$ cat config.mk
export PLATFORM = sky130hd
export DESIGN_NAME = bmt_cell
export DESIGN_NICKNAME = d
export VERILOG_FILES = /design/src/rtl/bit_matrix_transpose_core_assert.svh /design/src/rtl/bmt_pkg.sv /design/src/rtl/bmt_cell.sv
export SDC_FILE = /design/constraint.sdc
export NUM_CORES = 1
export LEC_CHECK = 0
export BUFFER_PORTS_ARGS = -buffer_cell sky130_fd_sc_hd__buf_4
export CAP_MARGIN = 30
export CORE_MARGIN = 1.5
export CORE_UTILIZATION = 45
export DETAILED_ROUTE_END_ITERATION = 16
export GPL_ROUTABILITY_DRIVEN = 0
export PLACE_DENSITY = 0.7
export SLEW_MARGIN = 20
export SYNTH_ARGS = -nofsm -noshare
export SYNTH_HDL_FRONTEND = slang
export SYNTH_SLANG_ARGS = --single-unit
$ cat constraint.sdc
create_clock -name clk -period 2.4 [get_ports clk]
set_input_delay 0.24 -clock clk [delete_from_list [all_inputs] [get_ports clk]]
set_output_delay 0.24 -clock clk [all_outputs]
set_load 0.01 [all_outputs]
$ cat src/rtl/bit_matrix_transpose_core_assert.svh
// Assertion macros shared by the bit matrix transpose RTL.
`ifndef BIT_MATRIX_TRANSPOSE_CORE_ASSERT_SVH
`define BIT_MATRIX_TRANSPOSE_CORE_ASSERT_SVH

`ifndef SYNTHESIS
// Implication checked on every rising edge of clk, off while rst_n is low.
`define BMT_ASSERT(label, prop) \
    label: assert property (@(posedge clk) disable iff (!rst_n) prop) \
        else $error("bit matrix transpose assertion failed");
// Condition that must never hold outside reset.
`define BMT_ASSERT_NEVER(label, cond) \
    label: assert property (@(posedge clk) disable iff (!rst_n) !(cond)) \
        else $error("bit matrix transpose forbidden condition");
`else
`define BMT_ASSERT(label, prop)
`define BMT_ASSERT_NEVER(label, cond)
`endif

`endif

$ cat src/rtl/bmt_pkg.sv
// Types and constants for the bit matrix transpose core.
package bmt_pkg;

    localparam int HALF_W    = 64;
    localparam int ROW_MAX_W = 2 * HALF_W;
    localparam int IDX_MAX_W = 7;
    localparam int SIZE_W    = 3;

    localparam logic MODE_WRITE = 1'b0;
    localparam logic MODE_READ  = 1'b1;

    localparam logic [SIZE_W-1:0] SIZE_LOG2_MIN   = 3'd3;
    localparam logic [SIZE_W-1:0] SIZE_LOG2_RESET = 3'd7;

    typedef struct packed {
        logic              mode;
        logic [HALF_W-1:0] row_low;
        logic [HALF_W-1:0] row_high;
    } in_t;

    typedef struct packed {
        logic [HALF_W-1:0] column_low;
        logic [HALF_W-1:0] column_high;
        logic              last_column;
    } out_t;

    // Broadcast from the controller to every cell of the chain.
    typedef struct packed {
        logic                 wr_en;
        logic [IDX_MAX_W-1:0] wr_sel;
        logic [ROW_MAX_W-1:0] wr_row;
        logic                 rd_en;
        logic [IDX_MAX_W-1:0] rd_sel;
        logic                 rd_last;
        logic [IDX_MAX_W-1:0] n_mask;
    } cmd_t;

endpackage

$ cat src/rtl/bmt_cell.sv
// One row cell: holds a stored row and taps one column bit on a read.
module bmt_cell #(
    parameter int INDEX = 0,
    parameter int ROW_W = 128,
    parameter int SEL_W = 7
) (
    input  logic          clk,
    input  logic          rst_n,
    input  bmt_pkg::cmd_t cmd,
    output logic          col_bit
);
    import bmt_pkg::*;

    logic [ROW_W-1:0] row_reg;
    logic [ROW_W-1:0] row_next;
    logic             bit_reg;
    logic             bit_next;
    logic             active;

    // Rows at or above the current side contribute zero.
    assign active = ((IDX_MAX_W'(INDEX) & ~cmd.n_mask) == '0);

    always_comb
    begin
        row_next = row_reg;
        if (cmd.wr_en && (cmd.wr_sel[SEL_W-1:0] == SEL_W'(INDEX)))
        begin
            row_next = cmd.wr_row[ROW_W-1:0];
        end
    end

    always_comb
    begin
        bit_next = bit_reg;
        if (cmd.rd_en)
        begin
            bit_next = row_reg[cmd.rd_sel[SEL_W-1:0]] & active;
        end
    end

    always_ff @(posedge clk or negedge rst_n)
    begin
        if (!rst_n)
        begin
            row_reg <= '0;
        end
        else
        begin
            row_reg <= row_next;
        end
    end

    always_ff @(posedge clk)
    begin
        bit_reg <= bit_next;
    end

    assign col_bit = bit_reg;

endmodule

* Yosys cells after proc, flatten, opt, wreduce, memory -nomap -nowiden *
Index checks and enable logic that the tools add are counted.
Widths: inputs -> output; s select.

storage, ports and cells
  input bits = 154
  logic and storage cells = 7
  register bits = 129
  output and inout bits = 1

cells by class
  $lt $le $gt $ge = 1
  mux-type cells = 2
  reduce and logical (&&, ||, !) cells = 2

operator list
  operator            count
  $lt 7x8->1 const B  1
  $bmux 1 s7          1
  $logic_not 7->1     1
  $logic_and 1x1->1   1
  $mux 1              1

* Logic depth before layout (Yosys ltp) *
Gate-level depths: netlist of the first run.

  depth after elaboration = 2
  gate-level depth with buffers = 8
  gate-level depth less buffers = 5

* Worst setup path before layout of the first run *
Ideal clock, no wire load.

  path kind = input to register
  start = input cmd[9] in the netlist's numbering
  end = register bit_reg, in the netlist col_bit (data pin)
  path buffers = 1
  required time = 2.133 ns
  library setup time = 0.267 ns
  slack = 0.419 ns
  stages on the path = 6
  arrival = 1.714 ns
  cells stage by stage = buf_6 mux4_1 mux4_2 and3b_1 a31oi_1 nand4_1

between the ends
  cells in the longest elaborated chain, start to end = 2

ends and longest elaborated chain
  what                          line            text
  start: declaration            bmt_cell.sv:9   input bmt_pkg::cmd_t cmd,
  $bmux 1 s7                    bmt_cell.sv:37  bit_next = row_reg[cmd.rd_sel[SEL_W-1:0]] & active;
  $mux 1 (implied by the code)  bmt_cell.sv:37
  end signal: assignment        bmt_cell.sv:55  bit_reg <= bit_next;
  end: declaration              bmt_cell.sv:16  logic bit_reg;

Every way passes these cells. The select of a mux whose other input is x is not followed.
A chain may end at the register's enable or synchronous reset.

* Worst setup path in the final report of the first run *
  start = register row_reg[3]
  end = register bit_reg, in the netlist col_bit (data pin)

between the ends
  cells in the longest elaborated chain, start to end = 2

ends and longest elaborated chain
  what                          line            text
  start: declaration            bmt_cell.sv:14  logic [ROW_W-1:0] row_reg;
  start signal: assignment      bmt_cell.sv:49  row_reg <= row_next;
  $bmux 1 s7                    bmt_cell.sv:37
  $mux 1 (implied by the code)  bmt_cell.sv:37

Every way passes these cells. The select of a mux whose other input is x is not followed.

==> results of run 1 <==
layout make-up:
cell class	count	area, um^2	area share, %
Sequential cell	129	3230	41.7
Multi-Input combinational cell	206	2530	32.6
Timing Repair Buffer	155	1220	15.7
Clock buffer	19	443	5.71
Tap cell	172	215	2.77
Clock inverter	12	118	1.52
cells by family (layout without fill, tap and decap cells):
group	count (synthesis)	after routing	synth area share, %
mux	170	170	39.2
flops	129	129	55.1
simple gates	31	31	3.16
buf+inv	25	186	1.92
compound gates	5	5	0.640
worst max-delay path, stage by stage, from the launching register on:
cell and delay, ns:
dfrtp_1 0.37, mux4_1 0.50, mux4_2 0.50, and3b_1 0.20, a31oi_1 0.15, nand4_1 0.09
routing by layer:
layer / up-vias / GRT usage (%) / part of all wire (%)
met1: 1836 / 25.8 / 44
met3: 15 / 7.26 / 7.7
li1: 1672 / - / -
met2: 110 / 31.1 / 47
met4: 0 / 7.23 / 1.4
met5: - / 0 / 0
placed cells by master (no fill, tap or decap), types with 2 or more instances in the layout:
cell and count:
mux2_2 128, and3b_1 2, clkinvlp_4 3, dfrtp_1 128, nor4_1 4, nand4b_1 2, buf_4 150, nand3_1 4
nand3b_1 2, clkinv_2 7, nand4_1 2, clkbuf_16 17, nand2_1 3, mux4_2 26, buf_12 4, nor2_1 5
mux2i_1 9, mux4_1 7, bufinv_16 2, nor2b_1 3
path summary, 6_finish.rpt:
path	from	endpoint	slack [ns]
hold / removal	cmd[15]	col_bit	0.02
setup / recovery	row_reg[3]	col_bit	0.34
min in group asynchronous	rst_n	row_reg[122]	0.42
setup reg to reg	row_reg[3]	col_bit	0.34
max in group asynchronous	rst_n	row_reg[79]	1.19
hold reg to reg	row_reg[2]	row_reg[2]	0.50
per-stage QoR:
step | power (mW) | area, um^2 | util [%] | hold WS (ns) | setup slack, ns
4_1_cts | 5.56 | 7760 | 61.2 | 0.000167 | 0.331
6_report | 5.48 | 7760 | 61.2 | 0.0181 | 0.341
3_3_place_gp | 3.07 | 7190 | 56.7 | 0.342 | 0.211
5_1_grt | 5.73 | 7760 | 61.2 | 0.00700 | 0.281
2_1_floorplan | 2.77 | 5870 | - | -0.0556 | 0.419
3_5_place_dp | 3.10 | 7190 | 56.7 | 0.348 | 0.189
where the power goes:
| group | internal (mW) | switching [mW] |
|---|---|---|
| Combinational | 0.403 | 0.213 |
| Clock | 1.53 | 0.895 |
| Sequential | 2.36 | 0.0816 |
synthesized netlist by cell type, drive strengths merged:
cell type	count
dfrtp	128
mux2	128
mux4	33
clkbuf	15
buf	10
mux2i	9
nor2	5
nand2	4
nand3	4
nor4	4
nor2b	3
and3b	2
nand3b	2
nand4	2
nand4b	2
a2111oi	1
a221oi	1
a22oi	1
a31oi	1
edfxtp	1
nor3b	1
nor4b	1
o22ai	1
or3b	1
what timing repair did:
action	4_1_cts	5_1_grt
hold endpoints to repair	54	0
resized for setup	0	0
hold buffers	1	0
==> qor.yml, run 1 <==
timing:
  rsz0062_at_grt: "no"
  tightestPinTransition_ns: 0.751
  hold_viol: 0
  fmax_mhz: 486
  drv_slew: 0
  finalSetupViolCount: 0
  fin_crit_sh_pct: 85.8
  clock-skew-final_ns: 0.00463
  period_needed_ns: 2.06
  setup_tns_ns: 0
  slew-limit-headroom_pct: 49.9
synthesis:
  seq_area_frac_synth_pct: 55.1
  syn_nets: 514
  ys_top_cells_by_area: "dfrtp_1 55%, mux2_2 25%, mux4_2 10%, mux4_1 3.1%, mux2i_1 1.5%"
  synth_top_area_share_pct: 54.6
  synth_area_leader_cell: "dfrtp_1"
  yosysWarnings: 0
  ys_ff_latch: 129
  synth.avg_cell_area_um2: 16.3
  netlist_instances: 360
  syn_area_mm2: 0.00587
  synthDistinctLibCells: 28
clock_tree:
  htreeDepth: 4
  clk_pin_slew_worst_paths_ns: 0.05
  cts_tree: "done"
  cts_root_buffer: "clkbuf_16"
  worstSkewPairLatency_ns: 0.42
  clock_sinks: 129
  post_cts.repair.setup_buffers: 0
  cts_buffers: 17
  max-clock-path-buffers: 2
power_and_ir_drop:
  p_per_area_mw_per_mm2: 707
  peakVddDrop_mv: 0.484
  p_leak_nw: 3.93
route:
  ant_nets: 0
  drt_first_pass_iters: 4
  drcViolationCount: 0
  viasPerCell: 5.24
  vias: 3633
  drt_iter0_drc: 133
  wl_per_cell_um: 18.3
  wl_mm: 12.7
worst_setup_path:
  cp_data_required_time_ns: 2.56
  critical_path_class: "register to register"
  endpoint_kind: "register"
  startpoint_type: "register"
  reg2regPathDepth: 5
  cp_max_fo: 2
  cp.arrival_ns: 2.22
min_path:
  hold_class: "input pin to register"
  hold_depth: 1
floorplan:
  die_width_um: 117
  ioPinCount: 155
  num_rows: 41
  core_mm2: 0.0127
  die_area_mm2: 0.0137
  die_h_um: 117
  initial_utilization_pct: 46.3
cells_and_area:
  antenna_cells: 0
  synthToLayoutAreaGrowth_pct: 32.1
  drive_gt1_share_pct: 65.3
  finalNonFillerCells: 693
  nNetsFinal: 663
  largest_register_ffs: 128
  fill_cells: 994
placed_design:
  hpwl_mm: 8.92
  portBuffers: 146
  numPlacedInstances: 661
global_route:
  overflow: 0
  antenna_found_initial: 0
  grtUsageTotal_pct: 19.9
  grt_pass1_vias: 3893
  grt_pass1_wl_mm: 19.9
  grt_max_degree: 65
job:
  max-cap-violations: 0
status:
  status: "completed"
Power figures use the tool's default switching activity.
==> run 2, diff against run 1 <==
--- a/config.mk
+++ b/config.mk
@@ -7,6 +7,7 @@
 export LEC_CHECK = 0
 export BUFFER_PORTS_ARGS = -buffer_cell sky130_fd_sc_hd__buf_4
 export CAP_MARGIN = 30
+export CORE_ASPECT_RATIO = 0.6
 export CORE_MARGIN = 1.5
 export CORE_UTILIZATION = 45
 export DETAILED_ROUTE_END_ITERATION = 16
==> qor.yml, run 2 (same netlist as run 1, synthesis figures left out) <==
cells_and_area:
  synthToLayoutAreaGrowth_pct: 32.3
  final_area_mm2: 0.00777
  drive_gt1_share_pct: 65.5
  largest_register_ffs: 128
  final_common_cell: "buf_4"
  antenna_cells: 0
  fill_cells: 986
  nNetsFinal: 662
  most-common-layout-cells: "150 x buf_4, 128 x mux2_2, 128 x dfrtp_1"
  finalNonFillerCells: 691
  final_util_pct: 60.8
global_route:
  grtUsageTotal_pct: 20.5
  antenna_found_initial: 0
  grt_max_degree: 129
  grt_use_met3_pct: 7.39
  met1_usage_pct: 30.5
  grtUsageMet2_pct: 28.4
  grt_pass1_vias: 3975
  grt_pass1_wl_mm: 20.9
  busiest_layer: "met1"
  overflow: 0
placed_design:
  portBuffers: 146
  place_area_mm2: 0.00716
  numPlacedInstances: 658
  hpwl_mm: 9.39
clock_tree:
  cts_buffers: 17
  clock_sinks: 129
  max-clock-path-buffers: 2
  cts_tree: "done"
  worstSkewPairLatency_ns: 0.41
  cts_root_buffer: "clkbuf_16"
  cts_resized: 0
  htreeDepth: 4
  clk_pin_slew_worst_paths_ns: 0.06
timing:
  rsz0062_at_grt: "no"
  fin_crit_sh_pct: 87.1
  whs_ns: 0.0296
  slew-limit-headroom_pct: 51.7
  fmax_mhz: 478
  hold_viol: 0
  drv_slew: 0
  tightestPinTransition_ns: 0.725
  period_needed_ns: 2.09
  finalSetupViolCount: 0
  setup_tns_ns: 0
  clock-skew-final_ns: 0.00755
worst_setup_path:
  path_buf_inv: 0
  worstPathCellList: "mux4_1 -> mux4_2 -> and3b_1 -> a31oi_1 -> nand4_1"
  cp.arrival_ns: 2.24
  path_delay_family: "multiplexers"
  crit_path_max_incr_delay_ns: 0.53
  endpoint_kind: "register"
  cp_slowest_cell: "mux4_1"
  cp_data_required_time_ns: 2.55
  cp_max_fo: 2
  critical_path_class: "register to register"
  startpoint_type: "register"
floorplan:
  die_width_um: 150
  initial_utilization_pct: 46.0
  die_h_um: 91.5
  die_area_mm2: 0.0138
  ioPinCount: 155
  num_rows: 32
  core_mm2: 0.0128
route:
  drt_iter0_drc: 180
  ant_nets: 0
  drt_first_pass_iters: 4
  drcViolationCount: 0
  wl_per_cell_um: 18.9
  vias: 3642
  viasPerCell: 5.27
  wl_mm: 13.1
power_and_ir_drop:
  p_leak_nw: 3.93
  peakVddDrop_mv: 0.397
  p_per_area_mw_per_mm2: 725
min_path:
  hold_class: "input pin to register"
status:
  status: "completed"
job:
  max-cap-violations: 0
-- run 2: cell count changes in the layout (fill, tap and decap cells not counted) --
cell,before,now
clkinv_2,7,2
inv_6,0,5
clkinv_4,0,2
buf_12,4,3
clkbuf_1,1,0
-- run 2: path summary, 6_finish.rpt --
kind / from / cells after the start / slack [ns] / endpoint
max in group asynchronous: rst_n / 3 / 1.28 / row_reg[92]
worst min register to register: row_reg[27] / 1 / 0.50 / row_reg[27]
min in group asynchronous: rst_n / 2 / 0.28 / row_reg[113]
worst max register to register: row_reg[3] / 5 / 0.31 / col_bit
worst min-delay path: cmd[15] / 1 / 0.03 / col_bit
worst max-delay path: row_reg[3] / 5 / 0.31 / col_bit
-- run 2: cell type report --
cell class / instances / area, um^2 / area share [%]
flip-flops and latches: 129 / 3230 / 41.6
multi-input cells: 206 / 2530 / 32.6
repair buffers: 154 / 1200 / 15.4
clock buffers: 18 / 439 / 5.65
well taps: 170 / 213 / 2.74
clock inverters: 14 / 154 / 1.98
-- run 2: per-stage QoR --
stage	setup WS [ns]	total power, mW
floorplan	0.419	2.77
global placement	0.162	3.08
detailed placement	0.137	3.11
CTS	0.298	5.70
global route	0.215	5.87
finish	0.309	5.63
-- run 2: repair_timing --
| action | 4_1_cts | 5_1_grt |
|---|---|---|
| setup buffers | 0 | 0 |
| endpoints found under the hold margin | 26 | 0 |
| hold buffers | 1 | 0 |
-- run 2: layer usage --
metal,vias up,part of all wire (%)
met5,-,0
met4,0,0.65
met3,9,8.8
met2,130,43
met1,1838,48
li1,1665,-
-- run 2: where the power goes --
group          internal [mW]  switching (mW)
Clock                   1.57           0.989
Sequential              2.36          0.0855
Combinational          0.404           0.223
