**config.mk**
```make
export PLATFORM = sky130hd
export DESIGN_NAME = bmt_ctrl
export DESIGN_NICKNAME = d
export VERILOG_FILES = /design/src/rtl/bmt_pkg.sv /design/src/rtl/bmt_ctrl.sv
export VERILOG_INCLUDE_DIRS = /design/src /design/src/rtl
export SDC_FILE = /design/constraint.sdc
export NUM_CORES = 1
export LEC_CHECK = 0
export BUFFER_PORTS_ARGS = -buffer_cell sky130_fd_sc_hd__buf_2
export CORE_AREA = 5 5 108 110
export DETAILED_ROUTE_END_ITERATION = 16
export DIE_AREA = 0 0 113 115
export GPL_ROUTABILITY_DRIVEN = 0
export GPL_TIMING_DRIVEN = 0
export PLACE_DENSITY = 0.68
export SYNTH_ARGS = -nofsm -noshare
export SYNTH_HDL_FRONTEND = slang
export SYNTH_SLANG_ARGS = --single-unit
export TNS_END_PERCENT = 100
```
**constraint.sdc**
```tcl
create_clock -name clk -period 3.7 [get_ports clk]
set_input_delay 0.74 -clock clk [delete_from_list [all_inputs] [get_ports clk]]
set_output_delay 0.74 -clock clk [all_outputs]
set_load 0.02 [all_outputs]
```
**src/rtl/bit_matrix_transpose_core_assert.svh**
```systemverilog
// Assertion macros shared by the bit matrix transpose RTL.
`ifndef BIT_MATRIX_TRANSPOSE_CORE_ASSERT_SVH
`define BIT_MATRIX_TRANSPOSE_CORE_ASSERT_SVH

`ifndef SYNTHESIS
// Implication checked on every rising edge of clk, off while rst_n is low.
`define BMT_ASSERT(label, prop) \
    label: assert property (@(posedge clk) disable iff (!rst_n) prop) \
        else $error("bit matrix transpose assertion failed");
// Condition that must never hold outside reset.
`define BMT_ASSERT_NEVER(label, cond) \
    label: assert property (@(posedge clk) disable iff (!rst_n) !(cond)) \
        else $error("bit matrix transpose forbidden condition");
`else
`define BMT_ASSERT(label, prop)
`define BMT_ASSERT_NEVER(label, cond)
`endif

`endif

```
**src/rtl/bmt_pkg.sv**
```systemverilog
// Types and constants for the bit matrix transpose core.
package bmt_pkg;

    localparam int HALF_W    = 64;
    localparam int ROW_MAX_W = 2 * HALF_W;
    localparam int IDX_MAX_W = 7;
    localparam int SIZE_W    = 3;

    localparam logic MODE_WRITE = 1'b0;
    localparam logic MODE_READ  = 1'b1;

    localparam logic [SIZE_W-1:0] SIZE_LOG2_MIN   = 3'd3;
    localparam logic [SIZE_W-1:0] SIZE_LOG2_RESET = 3'd7;

    typedef struct packed {
        logic              mode;
        logic [HALF_W-1:0] row_low;
        logic [HALF_W-1:0] row_high;
    } in_t;

    typedef struct packed {
        logic [HALF_W-1:0] column_low;
        logic [HALF_W-1:0] column_high;
        logic              last_column;
    } out_t;

    // Broadcast from the controller to every cell of the chain.
    typedef struct packed {
        logic                 wr_en;
        logic [IDX_MAX_W-1:0] wr_sel;
        logic [ROW_MAX_W-1:0] wr_row;
        logic                 rd_en;
        logic [IDX_MAX_W-1:0] rd_sel;
        logic                 rd_last;
        logic [IDX_MAX_W-1:0] n_mask;
    } cmd_t;

endpackage

```
**src/rtl/bmt_ctrl.sv**
```systemverilog
// Size register, row and column counters, and the command broadcast to the cells.
`include "bit_matrix_transpose_core_assert.svh"

module bmt_ctrl #(
    parameter int CAP_LOG2 = 7
) (
    input  logic                         clk,
    input  logic                         rst_n,
    input  logic                         accept,
    input  bmt_pkg::in_t                 in_data,
    input  logic                         cfg_wr_en,
    input  logic [bmt_pkg::SIZE_W-1:0]   cfg_wr_data,
    output bmt_pkg::cmd_t                cmd
);
    import bmt_pkg::*;

    localparam int                CNT_W    = CAP_LOG2;
    localparam logic [SIZE_W-1:0] CAP_CODE = SIZE_W'(CAP_LOG2);

    logic [SIZE_W-1:0]    size_reg;
    logic [SIZE_W-1:0]    size_next;
    logic [CNT_W-1:0]     row_cnt_reg;
    logic [CNT_W-1:0]     row_cnt_next;
    logic [CNT_W-1:0]     col_cnt_reg;
    logic [CNT_W-1:0]     col_cnt_next;
    logic [SIZE_W-1:0]    side_log2;
    logic [7:0]           side_mask8;
    logic [IDX_MAX_W-1:0] n_mask;
    logic [CNT_W-1:0]     cnt_mask;
    logic [CNT_W-1:0]     row_sel;
    logic [CNT_W-1:0]     col_sel;
    logic [ROW_MAX_W-1:0] row_mask;
    logic                 wr_en;
    logic                 rd_en;

    // Clamp the programmed size_log2 into [3, CAP_CODE], so the side lies in [8, cap].
    always_comb
    begin
        if (size_reg < SIZE_LOG2_MIN)
        begin
            side_log2 = SIZE_LOG2_MIN;
        end
        else if (size_reg > CAP_CODE)
        begin
            side_log2 = CAP_CODE;
        end
        else
        begin
            side_log2 = size_reg;
        end
    end

    assign side_mask8 = (8'd1 << side_log2) - 8'd1;
    assign n_mask     = side_mask8[IDX_MAX_W-1:0];
    assign cnt_mask   = n_mask[CNT_W-1:0];
    assign row_sel    = row_cnt_reg & cnt_mask;
    assign col_sel    = col_cnt_reg & cnt_mask;

    always_comb
    begin
        for (int k = 0; k < ROW_MAX_W; k++)
        begin
            row_mask[k] = ((8'(k) >> side_log2) == 8'd0);
        end
    end

    assign wr_en = accept && (in_data.mode == MODE_WRITE);
    assign rd_en = accept && (in_data.mode == MODE_READ);

    always_comb
    begin
        cmd.wr_en   = wr_en;
        cmd.wr_sel  = IDX_MAX_W'(row_sel);
        cmd.wr_row  = {in_data.row_high, in_data.row_low} & row_mask;
        cmd.rd_en   = rd_en;
        cmd.rd_sel  = IDX_MAX_W'(col_sel);
        cmd.rd_last = (col_sel == cnt_mask);
        cmd.n_mask  = n_mask;
    end

    assign size_next    = cfg_wr_en ? cfg_wr_data : size_reg;
    assign row_cnt_next = wr_en ? ((row_sel + CNT_W'(1)) & cnt_mask) : row_cnt_reg;
    assign col_cnt_next = rd_en ? ((col_sel + CNT_W'(1)) & cnt_mask) : col_cnt_reg;

    always_ff @(posedge clk or negedge rst_n)
    begin
        if (!rst_n)
        begin
            size_reg    <= SIZE_LOG2_RESET;
            row_cnt_reg <= '0;
            col_cnt_reg <= '0;
        end
        else
        begin
            size_reg    <= size_next;
            row_cnt_reg <= row_cnt_next;
            col_cnt_reg <= col_cnt_next;
        end
    end

    `BMT_ASSERT(a_col_wrap, (cmd.rd_en && cmd.rd_last) |=> (col_cnt_reg == '0))
    `BMT_ASSERT(a_row_wrap, (cmd.wr_en && (row_sel == cnt_mask)) |=> (row_cnt_reg == '0))
    `BMT_ASSERT_NEVER(a_one_cmd, cmd.wr_en && cmd.rd_en)

endmodule
```
Word level (Yosys, flattened, before mapping) --
Cells that the tools add are included.
Cells by class: add/sub/neg operators 3, magnitude comparators 2, equal/unequal tests 1, shift-type cells 129, muxes and demuxes 2, bitwise logic cells 6, reduce and logical (&&, ||, !) cells 130
Operator list (count):
- 8-bit zero test | 128
- 7-bit by 3-bit >> shifter with 8-bit output (first input constant) | 64
- 6-bit by 3-bit >> shifter with 8-bit output (first input constant) | 32
- 128-bit bitwise AND | 1
- 5-bit by 3-bit >> shifter with 8-bit output (first input constant) | 16
- 4-bit by 3-bit >> shifter with 8-bit output (first input constant) | 8
- 3-bit by 3-bit >> shifter with 8-bit output (first input constant) | 4
- 7-bit bitwise AND | 4
- 1-bit by 3-bit >> shifter with 8-bit output (first input constant) | 2
- 2-bit by 3-bit >> shifter with 8-bit output (first input constant) | 2
- 7-bit by 1-bit adder with 7-bit output (second input constant) | 2
- 7-bit equality test | 1
- 1-bit by 3-bit left shift with 7-bit output (first input constant) | 1
- 7-bit by 1-bit subtractor with 7-bit output (second input constant) | 1
- 3-bit 2-to-1 mux | 2
- 3-bit greater-than comparator (second input constant) | 1
- 3-bit by 2-bit < comparator with 1-bit output (second input constant) | 1
- 1-bit logical AND | 2
- 1-bit NOT | 1
Storage, ports and cells: register bits 17, input port bits 136, output and inout port bits 152, logic and storage cells 276

Depth between registers and ports, before layout --
Gate-level depths: netlist of the first run.
depth after elaboration 8, gate-level depth with buffers 17, mapped depth without buffers 10

Least setup slack after synthesis of the first run --
Ideal clock, no wire load.
kind register to output, from register size_reg[2], to output cmd[7] (netlist bit), arrival time 3.337 ns, data required time 2.960 ns, path slack -0.377 ns, stages on the path, launching flop included 17, buffers on the path 7, path through dfstp_2 -> buf_2 -> buf_2 -> clkbuf_1 -> nand2b_1 -> inv_1 -> ha_1 -> buf_6 -> nand2b_1 -> clkbuf_1 -> ha_1 -> buf_6 -> or4b_1 -> and3_1 -> buf_6 -> nor2_1 -> nor4_2
RTL lines:
- start, declared | line bmt_ctrl.sv:20 | logic [SIZE_W-1:0] size_reg;
- start signal, assigned | line bmt_ctrl.sv:95 | size_reg <= size_next;
- end, declared | line bmt_ctrl.sv:13 | output bmt_pkg::cmd_t cmd

==> results of run 1 <==
## how the worst max path moves through the flow
stage                     endpoint  slack, ps  depth (start not counted)
after floorplan             cmd[7]        -50                         14
after global placement      cmd[7]       -600                         15
after detailed placement    cmd[7]       -610                         15
after CTS                   cmd[7]         20                         16
after global routing        cmd[7]        0.4                         11
final                       cmd[7]        100                         11
## what timing repair did
item,4_1_cts,5_1_grt
endpoints found under the setup margin,78,49
gates resized for setup,32,12
setup buffers,13,7
gates cloned,1,0
pin swaps,2,3
## final cells by class
class / count / share of cell area
multi-input combinational: 277 / 0.433
sequential: 17 / 0.0983
timing repair buffer: 304 / 0.362
buffer: 28 / 0.0419
clock buffer: 3 / 0.00946
inverter: 15 / 0.0140
tap: 140 / 0.0401
clock inverter: 1 / 0.00115
## routing by layer
metal  share of wire  track usage  routed length (um)
met4           0.012       0.0361                 169
met2            0.49        0.339                6990
met1            0.40        0.256                5690
met3            0.10       0.0821                1440
met5               0            0                   0
## critical path, stage by stage (launching register included)
cell,delay [ps]
dfstp_2,540
buf_6,100
buf_12,120
nand2b_4,80
ha_2,190
buf_6,150
o31a_1,290
or3_1,390
buf_6,140
nor2b_4,120
nor4_4,290
buf_4,190
## per-stage QoR
stage           util  std cells  hold WS (ps)  setup slack [ps]  total power, mW
2_1_floorplan      -        341           431             -53.6            0.788
3_3_place_gp   0.382        764           446              -602             1.10
3_5_place_dp   0.382        764           454              -614             1.10
4_1_cts        0.408        780           412              19.8             1.30
5_1_grt        0.412        785           430             0.358             1.41
6_report       0.412        785           402               101             1.31
## logic make-up after synthesis
group                      after synthesis
AOI/OAI and AO/OA                       37
xor gates and xnor gates                 3
adders and majority gates               11
buffers and inverters                   47
DFF                                     17
muxes                                    7
and+or+nand+nor                        219
## Yosys cell counts (all sizes together) (5+ instances only)
| cell | instances |
|---|---|
| a21oi | 7 |
| and2 | 53 |
| and3 | 70 |
| buf | 10 |
| clkbuf | 22 |
| dfrtp | 14 |
| ha | 11 |
| inv | 14 |
| mux2i | 5 |
| nand2 | 26 |
| nand2b | 8 |
| nand3 | 7 |
| nor2 | 20 |
| nor2b | 7 |
| nor3b | 5 |
| o21ai | 9 |
## report_power, final
part | internal [mW] | leakage (nW) | switching [mW]
registers | 0.229 | 0.213 | 0.0432
clock network | 0.0749 | 0.0255 | 0.0693
logic | 0.356 | 2.53 | 0.536
total | 0.661 | 2.77 | 0.648
## cells in the final DEF, fill, tap and decap left out, types with 5 or more instances in the layout
master	instances
clkbuf_1	16
buf_4	23
a21oi_1	7
ha_1	6
nor2b_1	5
nand2_1	26
dfrtp_1	14
o21ai_0	9
and2_1	50
nand2b_1	6
and3_1	68
buf_6	6
buf_2	283
nor2_1	17
mux2i_1	5
inv_1	11
nand3_1	7
==> flow_metrics.tcl, run 1 <==
set metrics [dict create \
    outcome "complete, no violations" \
    syn-cell-area_sq_um 2440 \
    hpwl_mm 12.0 \
    cts_hold_buf 0 \
    arrival_ps 2860 \
    final.setup.tns_ps 0 \
    cp_max_fo 11 \
    synth.area.top_cells "and3_1, dfrtp_1, and2_1, ha_1, nand2_1" \
    yosys_register_bits 17 \
    avgViaCountPerCell 4.60 \
    io_pins 288 \
    rr_startpoint "size_reg[2]" \
    post_synth_num_cell_types 53 \
    die_w_um 113 \
    firstDrtPassIters 6 \
    grt_antenna_before_repair 0 \
    initial_core_util 0.230 \
    setup.worst_path.start "size_reg[2]" \
    synth_nets 488 \
    cts_sinks 17 \
    cts_buffers 3 \
    multi_input_area_sq_um 1890 \
    postRouteAntennaNets 0 \
    cts_root_buffer "clkbuf_8" \
    worst-setup-path-type "flip-flop to output pin" \
    clock_latency_ps 260 \
    ys_async_sr_fraction 1.00 \
    cts.clk_slew.worst_paths_ps 70 \
    yosys.area_share.simple 0.531 \
    dieArea_sq_um 13000 \
    p_leak_nw 2.77 \
    post-route-period-util 0.973 \
    cts_htree_levels 1 \
    grt-ovfl-total 0 \
    synth_fa_ha_area_frac 0.0563 \
    drive_gt1_frac 0.549 \
    synth.avg_cell_area_sq_um 7.17 \
    powerDensity_nw_per_um2 300 \
    ir_drop_uv 157 \
    cts_max_path_buffers 2 \
    core-area_sq_um 10600 \
    area_growth_syn_to_layout_pct 78.6 \
    ff2ff_setup_slack_ps 690 \
    synth_cells 341 \
    min_period_ps 3600 \
    wire_per_inst_um 18.2 \
    start_kind "flip-flop" \
    synth_top_area_cell "and3_1" \
    nFillCells 1131 \
    regArea_sq_um 429 \
    drv_cap 0 \
    rsz0062_at_grt "no" \
    tightest_slew_ps 515 \
    wirelength_mm 14.3 \
    grt_max_degree 18 \
    numPortBuffers 283 \
    synth_top_family_by_area "simple AND/OR/NAND/NOR gates" \
    ys_seq_area_frac 0.176 \
    cp-end-kind "output pin" \
    place_area_sq_um 4050 \
    hold_violations 0 \
    die_y_um 115 \
    grt_pass1_vias 3645 \
    cp.required_ps 2960 \
    skew_ps 2.62 \
    post-route-drc-count 0 \
    ys.flop_type "dfrtp_1" \
    grtUsageTotal 0.205 \
    synth_compound_area_frac 0.106 \
    final_area_sq_um 4360 \
    placementRows 38 \
    synth_top_area_share 0.177 \
    synth_xor_area_frac 0.0108 \
    yosys_warnings 0 \
    grt_pass1_wl_mm 20.9 \
    setup_viol 0 \
    hp-class "input pin to asynchronous set/reset pin" \
    synthMuxAreaShare 0.0297 \
    cts_tree "built" \
    ff2ff_path_depth 15 \
    max-slew-margin-rel 0.656 \
    slew_viol_final 0 \
    nets 793 \
    synth_edf_count 0 \
    drtIter0Drc 235 \
    r2r-end "row_cnt_reg[6]" \
    vias 3612 \
    fmaxAchievable_mhz 278 \
    diodes 0 \
]
(Power assumes the default switching activity.)
==> run 2: changes to the inputs <==
Settings changed: RECOVER_POWER set to 100.
==> run 2 against run 1 <==
Against the previous run: routed wire length rose by 0.16%; core utilization fell by 1.2 points; via count up 0.36%; clock-buffer cell count is the same; sequential share of layout area grew 0.30 points; combinational power fell by 2.6%; clock skew fell by 0.84 ps; first-iteration DRC count decreased by 15%; non-clock buffer count unchanged; cell count stayed put; die area did not move; worst hold slack gained 65 ps.
==> flow_metrics.tcl, run 2 (synthesis results as in run 1) <==
set metrics [dict create \
    postRouteAntennaNets 0 \
    drive_gt1_frac 0.402 \
    skew_ps 1.78 \
    ir_drop_uv 155 \
    grt_pass1_wl_mm 20.9 \
    dieArea_sq_um 13000 \
    total_power_mw 1.29 \
    avgViaCountPerCell 4.62 \
    slew_viol_final 0 \
    cts_max_path_buffers 2 \
    worst-setup-path-type "flip-flop to output pin" \
    outcome "complete, no violations" \
    cts_root_buffer "clkbuf_8" \
    vias 3625 \
    initial_core_util 0.230 \
    area_growth_syn_to_layout_pct 73.3 \
    io_pins 288 \
    cp_max_fo 11 \
    cts_tree "built" \
    setup_viol 0 \
    min_period_ps 3610 \
    die_w_um 113 \
    numPortBuffers 283 \
    diodes 0 \
    cp.required_ps 2960 \
    fmaxAchievable_mhz 277 \
    powerDensity_nw_per_um2 304 \
    core-area_sq_um 10600 \
    grt_max_degree 18 \
    wirelength_mm 14.3 \
    final.setup.tns_ps 0 \
    grt_pass1_vias 3645 \
    drv_cap 0 \
    cts_hold_buf 0 \
    wire_per_inst_um 18.2 \
    clock_latency_ps 260 \
    final_common_cell "buf_2" \
    p_leak_nw 2.41 \
    rsz0062_at_grt "no" \
    max-slew-margin-rel 0.354 \
    hold_violations 0 \
    placementRows 38 \
    arrival_ps 2870 \
    cts_htree_levels 1 \
    cts_sinks 17 \
    final_cell_mix "buf_2, clkbuf_1, and3_1" \
    cts.clk_slew.worst_paths_ps 70 \
    cp-end-kind "output pin" \
    hpwl_mm 12.0 \
    tightest_slew_ps 970 \
    firstDrtPassIters 4 \
    cts_buffers 3 \
    die_y_um 115 \
    grtUsageTotal 0.205 \
    start_kind "flip-flop" \
    hp-class "flip-flop to flip-flop" \
    grt-ovfl-total 0 \
    post-route-drc-count 0 \
    drtIter0Drc 199 \
    post-route-period-util 0.974 \
    grt_antenna_before_repair 0 \
    nets 793 \
]
## run 2: worst max-delay path: stages, from the launching register on
cell and delay (ps):
dfstp_2 540, buf_6 100, buf_12 130, nand2b_4 80, ha_2 190, buf_6 150, o31a_1 290, or3_1 390
buf_6 140, nor2b_4 120, nor4_4 290, buf_4 190
## run 2: cell type report
cell class                 instances  area (sq um)
inverter                          15          61.3
fill                            1160          6370
multi-input combinational        277          1880
clock inverter                     1          5.00
buffer                            28           180
tap                              140           175
timing repair buffer             304          1460
sequential                        17           429
clock buffer                       3          41.3
## run 2: where the power goes
| part | total [mW] | internal (mW) | switching (mW) |
|---|---|---|---|
| logic | 0.869 | 0.332 | 0.537 |
| registers | 0.273 | 0.229 | 0.0436 |
| clock network | 0.144 | 0.0749 | 0.0694 |
| total | 1.29 | 0.636 | 0.650 |
## run 2: metal layers
layer,up-vias,global-route usage,share of wire
met5,-,0,0
met2,165,0.339,0.49
met4,0,0.0361,0.010
met3,11,0.0821,0.10
li1,1777,-,-
met1,1672,0.256,0.40
## run 2: what timing repair did
| item | in CTS | in global routing |
|---|---|---|
| cloned | 1 | 0 |
| pin swaps | 2 | 3 |
| setup buffers | 13 | 7 |
| endpoints found under the setup margin | 78 | 49 |
| resized for setup | 32 | 12 |
## run 2: final timing paths
check	from	endpoint	slack (ps)	cells after the start
worst max-delay path	size_reg[2]	cmd[7]	90	11
worst min-delay path	row_cnt_reg[1]	row_cnt_reg[1]	470	2
worst max register to register	size_reg[2]	row_cnt_reg[6]	640	15
worst min register to register	row_cnt_reg[1]	row_cnt_reg[1]	470	2
max in group asynchronous	rst_n	col_cnt_reg[2]	2500	1
min in group asynchronous	rst_n	row_cnt_reg[6]	610	1
## run 2: per-stage QoR
step	cells	hold slack [ps]	util	setup WS (ps)	instance area, sq um
global route	785	519	0.399	0.870	4230
global placement	764	446	0.382	-602	4050
floorplan	341	431	-	-53.6	2460
finish	785	468	0.399	94.4	4230
CTS	780	412	0.408	19.8	4320
detailed placement	764	454	0.382	-614	4050
